===== config.mk =====
export PLATFORM = sky130hd
export DESIGN_NAME = nps_ram
export DESIGN_NICKNAME = d
export VERILOG_FILES = /design/src/sv/nps_ram.sv
export SDC_FILE = /design/constraint.sdc
export NUM_CORES = 1
export LEC_CHECK = 0
export BUFFER_PORTS_ARGS = -buffer_cell sky130_fd_sc_hd__buf_2
export CAP_MARGIN = 20
export CORE_MARGIN = 2
export CORE_UTILIZATION = 50
export DETAILED_ROUTE_END_ITERATION = 16
export GPL_TIMING_DRIVEN = 0
export HOLD_SLACK_MARGIN = 0.1
export MAX_ROUTING_LAYER = met4
export PLACE_DENSITY = 0.74
export SYNTH_ARGS = -nofsm -noshare
export SYNTH_HDL_FRONTEND = slang
export SYNTH_SLANG_ARGS = --single-unit

===== constraint.sdc =====
create_clock -name clk -period 1.9 [get_ports clk]
set_clock_uncertainty 0.1 [all_clocks]
set_input_delay 0.38 -clock clk [delete_from_list [all_inputs] [get_ports clk]]
set_output_delay 0.38 -clock clk [all_outputs]
set_load 0.01 [all_outputs]

===== src/sv/nps_ram.sv =====
// ----------------------------------------------------------------------------
// nps_ram
// Generic single-clock RAM, one write port and one registered read port.
// ----------------------------------------------------------------------------
module nps_ram #(
    parameter int WIDTH = 8,
    parameter int DEPTH = 16
) (
    input  logic                                        clk,
    input  logic                                        we,
    input  logic [((DEPTH > 1) ? $clog2(DEPTH) : 1)-1:0] waddr,
    input  logic [WIDTH-1:0]                            wdata,
    input  logic                                        re,
    input  logic [((DEPTH > 1) ? $clog2(DEPTH) : 1)-1:0] raddr,
    output logic [WIDTH-1:0]                            rdata
);
    logic [WIDTH-1:0] mem [DEPTH];
    logic [WIDTH-1:0] rdata_reg;

    always_ff @(posedge clk)
    begin
        if (we)
        begin
            mem[waddr] <= wdata;
        end
        if (re)
        begin
            rdata_reg <= mem[raddr];
        end
    end

    assign rdata = rdata_reg;
endmodule


# Yosys cells after proc, flatten, opt, wreduce, memory -nomap -nowiden
# Memories as Yosys holds them, arrays and structs flattened. A register that Yosys moved wholly into a read port is not among the register bits.
# Index checks and enable logic that the tools add are counted.
[word_totals]
ff_bits = 0
word_cells = 3
mem_bits_rw = 128
memories = 1
in_bits = 19
[memory_table]
columns = ["name", "depth", "width", "read_ports", "rd_clocked_by_memory_dff", "write_ports", "line_no", "source"]
rows = [
  ["mem", 16, 8, 1, 1, 1, "17", "logic [WIDTH-1:0] mem [DEPTH];"],
]
[op_classes]
muxes = 2
[ops]
columns = ["cell", "count"]
rows = [
  ["1-bit two-way mux", 2],
]

# Longest topological paths before layout
# Gate-level depths: netlist (run 1).
[logic_depth]
ltp_word = 2
mapped_depth = 5

# Worst setup path after synthesis (run 1)
# OpenSTA, ideal clock, no wires.
[synth_timing]
path_kind = "input -> register"
startpoint = "input port waddr[2] in the netlist's numbering"
endpoint = "memory mem[0][0] (enable)"
stages = 2
arrival_time_ns = 1.490
slack_ns = -0.073
n_path_buf = 0
required_time_ns = 1.417
path_cell_list = "or3b_2 > nor3_1"
[synth_lines]
columns = ["element", "line_no", "source"]
rows = [
  ["start: declaration", "11", "input logic [((DEPTH > 1) ? $clog2(DEPTH) : 1)-1:0] waddr,"],
  ["end: declaration", "17", ""],
]
# Straight into the memory's write port.

# Worst setup path after layout (run 1)
[layout_timing]
startpoint = "input port waddr[2] in the netlist's numbering"
endpoint = "memory mem[2][6] (enable)"
# Straight into the memory's write port.

==> results.json, run 1 <==
{
  "largest_register_ffs": 128,
  "wl_per_cell_um": 22.9,
  "synth_top_area_share_pct": 78.1,
  "tritoncts": "yes",
  "grt_pass1_vias": 2487,
  "slew_violations": 0,
  "crit_type": "primary input to flip-flop",
  "finish.utilization_pct": 59.6,
  "hp-class": "primary input to flip-flop",
  "fin_crit_ns": 1.72,
  "synth_cell_type_count": 18,
  "period_share_pct": 90.7,
  "yosys-top-cells-area": "edfxtp_1, mux4_2, mux4_1",
  "outcome": "finished, final reports clean",
  "critPathCaptureType": "flip-flop",
  "rows": 37,
  "worstPathMaxFanout": 8,
  "dp_hpwl_um": 5950,
  "synth.most_common_cell": "edfxtp_1",
  "clk-insertion-delay-late_ns": 0.49,
  "cts_root_buf": "clkbuf_8",
  "die_y_um": 106,
  "grt.overflow.total": 0,
  "ys_seq_area_share_pct": 78.1,
  "drt-total-wl_um": 9730,
  "relSlewSlack_pct": 40.0,
  "p_leak_nw": 2.04,
  "yosysTopAreaCell": "edfxtp_1",
  "syn_area_sq_um": 5230,
  "antenna_cells": 0,
  "cts_resized": 0,
  "postCtsSetupBuffers": 0,
  "setup_viol_count_final": 0,
  "ioPinCount": 27,
  "power_mw": 6.69,
  "synth-seq-cells": 136,
  "antenna_found_initial": 0,
  "synth.top_cells.by_count": "edfxtp_1, mux4_2, a22oi_1, mux4_1, nor2_1",
  "fmax_ghz": 0.580,
  "synth_cells": 229,
  "grt_pass1_wl_um": 14600,
  "h-tree-depth": 4,
  "whs_ns": 0.133,
  "dieArea_sq_um": 11300,
  "io_buffers": 25,
  "layout.nets": 295,
  "drv_cap": 0,
  "clk_pin_slew_ns": 0.06,
  "grt_max_degree": 17,
  "hold_viol_final": 0,
  "tightest_slew_ns": 0.897,
  "synth_area_per_cell_sq_um": 22.8,
  "cp_data_arrival_time_ns": 1.74,
  "drt_iter0_markers": 243,
  "core_area_sq_um": 10200,
  "via_per_inst": 5.71,
  "clock_sinks": 136,
  "rrSetupSlack_ns": 0.22,
  "max-vdd-ir-drop_uv": 511,
  "grt_use_total_pct": 19.3,
  "cts-buffers-inserted": 17,
  "ant_nets": 0,
  "place.gp.congestion": 0.737,
  "drc": 0,
  "start_util_pct": 51.1,
  "die-width_um": 106,
  "synthesis.nets": 248,
  "fillerInstances": 689,
  "synthToLayoutAreaGrowth_pct": 16.7,
  "synth_edf_count": 136,
  "cp_data_required_time_ns": 1.92,
  "setup-tns-final_ns": 0,
  "p_per_area_nw_per_um2": 1100,
  "cts_hold_buffers": 0,
  "start_kind": "primary input",
  "first_pass_iters": 4,
  "cts.path.max_buffers": 2,
  "rsz0062_at_grt": "false",
  "ys.warnings.count": 0,
  "layout-drive-gt1-share_pct": 30.1,
  "dr_total_vias": 2428,
  "ys.flop_type": "edfxtp_1",
  "synthArstFlopShare_pct": 0
}
## layer usage
| metal | GRT usage, % | wire length (um) | vias up |
|---|---|---|---|
| met3 | 4.84 | 745 | 12 |
| met4 | 8.36 | 130 | 0 |
| met5 | - | 0 | - |
| met1 | 25.8 | 3930 | 1233 |
| met2 | 28.6 | 4920 | 104 |
| li1 | - | - | 1079 |
## path summary, 6_finish.rpt
check,start,to,depth (start not counted)
setup / recovery,waddr[2],mem[2][6],3
hold / removal,re,rdata[0],1
setup reg to reg,mem[5][0],rdata[0],3
hold reg to reg,mem[11][4],rdata[4],3
## metrics by stage
step           setup slack [ns]  instance area, sq um  instances
4_1_cts                   0.197                  6100        425
3_5_place_dp             -0.320                  5550        393
6_report                  0.176                  6100        425
2_1_floorplan             0.138                  5230        229
5_1_grt                   0.110                  6100        425
3_3_place_gp             -0.336                  5530        390
## worst max-delay path, stage by stage
cell and delay [ns]:
buf_2 0.12, or3b_2 0.54, nor2_1 0.71
## cells in the final DEF (no fill, tap or decap), drive strengths merged, types with 2 or more instances in the layout
| master | instances |
|---|---|
| a22oi | 16 |
| buf | 35 |
| bufinv | 2 |
| clkbuf | 18 |
| clkdlybuf4s25 | 3 |
| clkinv | 10 |
| clkinvlp | 2 |
| edfxtp | 136 |
| mux4 | 32 |
| nand2 | 9 |
| nand2b | 2 |
| nand3b | 2 |
| nor2 | 13 |
| nor3 | 4 |
## power breakdown
group / total, mW / internal (mW) / switching, mW / leakage (nW)
Sequential: 3.40 / 3.38 / 0.0153 / 1.24
Combinational: 0.321 / 0.131 / 0.189 / 0.535
Clock: 2.97 / 1.85 / 1.12 / 0.269
## kinds of logic (layout without fill, tap and decap cells)
| kind of cell | count (synthesis) | after routing | share of synthesized area (%) |
|---|---|---|---|
| flops | 136 | 136 | 78.1 |
| simple gates | 35 | 35 | 3.14 |
| mux | 32 | 32 | 14.8 |
| compound gates | 16 | 16 | 2.30 |
| buf+inv | 10 | 70 | 1.65 |
## layout make-up
| type | count | area [sq um] | area share (%) |
|---|---|---|---|
| sequential | 136 | 4080 | 67.0 |
| multi-input combinational | 83 | 1060 | 17.4 |
| clock buffer | 18 | 418 | 6.85 |
| tap | 136 | 170 | 2.79 |
| timing repair buffer | 28 | 145 | 2.38 |
| clock inverter | 14 | 134 | 2.19 |
| buffer | 10 | 86.3 | 1.42 |
No activity file was read; power rests on OpenSTA's default activity.
==> run 2, diff against run 1 <==
==> constraint.sdc (replaced) <==
create_clock -name clk -period 1.9 [get_ports clk]
set_clock_uncertainty 0.1 [all_clocks]
set_input_delay 0 -clock clk [delete_from_list [all_inputs] [get_ports clk]]
set_output_delay 0 -clock clk [all_outputs]
set_load 0.01 [all_outputs]
==> run 2 against run 1 <==
Compared with the run above: critical path type unchanged; largest power group unchanged; clock power barely moved; sequential cell count stayed put; highest routed layer unchanged; critical path depth increased by 2; count of clock-buffer cells in the layout rose by 3; cell count rose by 5.4%; sequential power about the same; first-iteration DRC count grew 14%; utilization grew 2.1 points; largest cell class unchanged; register-to-register slack improved by 0.05 ns.
==> results.json, run 2 (same netlist as run 1, synthesis figures left out) <==
{
  "rsz0062_at_grt": "false",
  "dr_total_vias": 2598,
  "clock_sinks": 136,
  "place_inst": 394,
  "rows": 37,
  "fin_crit_ns": 1.76,
  "p_per_area_nw_per_um2": 1060,
  "relSlewSlack_pct": 45.1,
  "largest_register_ffs": 128,
  "period_share_pct": 92.8,
  "wl_per_cell_um": 22.4,
  "layout.nets": 318,
  "antenna_found_initial": 0,
  "power.switching_mw": 1.31,
  "dp_hpwl_um": 6150,
  "tritoncts": "yes",
  "final_common_cell": "edfxtp_1",
  "drt_iter0_markers": 277,
  "ioPinCount": 27,
  "slew_violations": 0,
  "cp_data_arrival_time_ns": 1.88,
  "hold_viol_final": 0,
  "worstRegToRegCells": 3,
  "antenna_cells": 0,
  "mostFrequentLayoutCells": "edfxtp_1, buf_2, dlygate4sd3_1",
  "seq_power_share_pct": 50.8,
  "via_per_inst": 5.80,
  "die_y_um": 106,
  "layout-drive-gt1-share_pct": 27.6,
  "instances_no_fill": 448,
  "h-tree-depth": 4,
  "internal_power_mw": 5.38,
  "core_area_sq_um": 10200,
  "clk-insertion-delay-late_ns": 0.50,
  "cp_data_required_time_ns": 2.01,
  "p_clk_share_pct": 43.9,
  "outcome": "finished, final reports clean",
  "dieArea_sq_um": 11300,
  "rrSetupSlack_ns": 0.27,
  "clk_pin_slew_ns": 0.06,
  "cts-buffers-inserted": 17,
  "worstPathMaxFanout": 5,
  "tightest_slew_ns": 0.821,
  "grt_pass1_vias": 2570,
  "ant_nets": 0,
  "grt_use_total_pct": 19.7,
  "start_util_pct": 51.1,
  "cts_root_buf": "clkbuf_8",
  "drv_cap": 0,
  "whs_path_depth": 4,
  "drc": 0,
  "grt_max_degree": 17,
  "p_leak_nw": 2.13,
  "finish.utilization_pct": 61.7,
  "final_area_sq_um": 6310,
  "io_buffers": 25,
  "drt-total-wl_um": 10000,
  "cts.path.max_buffers": 2,
  "fmax_ghz": 0.567,
  "critPathCaptureType": "flip-flop",
  "place_area_sq_um": 5550,
  "start_kind": "primary input",
  "grt.overflow.total": 0,
  "synthToLayoutAreaGrowth_pct": 20.7,
  "setup_viol_count_final": 0,
  "first_pass_iters": 5,
  "switching_share_pct": 19.6,
  "place.gp.congestion": 0.736,
  "crit_type": "primary input to flip-flop",
  "die-width_um": 106,
  "hp-class": "primary input to flip-flop",
  "grt_pass1_wl_um": 15100,
  "fillerInstances": 692,
  "postCtsSetupBuffers": 0,
  "max-vdd-ir-drop_uv": 752,
  "comb_power_share_pct": 5.3
}
==> run 2: per-layer routing <==
metal / routed length (um) / vias to the layer above / track usage, %
met2: 4940 / 136 / 29.9
met1: 4060 / 1326 / 26.3
li1: - / 1123 / -
met3: 899 / 13 / 5.40
met4: 119 / 0 / 6.11
met5: 0 / - / -
==> run 2: power by group through the flow <==
stage / Clock (mW) / Combinational, mW / Sequential (mW)
3_3_place_gp: 0 / 0.309 / 3.45
3_5_place_dp: 0 / 0.319 / 3.46
2_1_floorplan: 0 / 0.171 / 3.46
4_1_cts: 2.96 / 0.354 / 3.40
6_report: 2.94 / 0.353 / 3.40
5_1_grt: 3.09 / 0.379 / 3.40
==> run 2: what timing repair did <==
action	in CTS	in global routing
gates resized for setup	0	3
hold endpoints to repair	218	0
hold buffers	22	0
setup endpoints to repair	0	16
==> run 2: path summary, 6_finish.rpt <==
check	end	start
max reg2reg	rdata[0]	mem[1][0]
min	rdata[5]	raddr[3]
min reg2reg	rdata[2]	mem[8][2]
max	mem[8][1]	waddr[2]
==> run 2: critical path: stages <==
cell and delay (ns):
buf_2 0.11, dlygate4sd3_1 0.56, nand3b_1 0.27, nor3_1 0.65
buf_4 0.29
==> run 2: metrics by stage <==
step	total power, mW	setup TNS (ns)	worst slack [ns]	hold slack [ns]
after CTS	6.71	0	0.0374	0.113
after global placement	3.76	-1.87	-0.234	0.256
after global routing	6.87	0	0.0480	0.166
after floorplan	3.63	0	0.307	-0.00113
after detailed placement	3.78	-0.0535	-0.0109	0.254
final	6.69	0	0.137	0.125
==> run 2: cell type report <==
| type | count | area (sq um) | share of cell area (%) |
|---|---|---|---|
| timing repair buffer | 51 | 370 | 5.87 |
| sequential | 136 | 4080 | 64.7 |
| multi-input combinational | 83 | 1060 | 16.9 |
| clock buffer | 21 | 429 | 6.80 |
| tap | 136 | 170 | 2.70 |
| buffer | 10 | 86.3 | 1.37 |
| clock inverter | 11 | 106 | 1.69 |
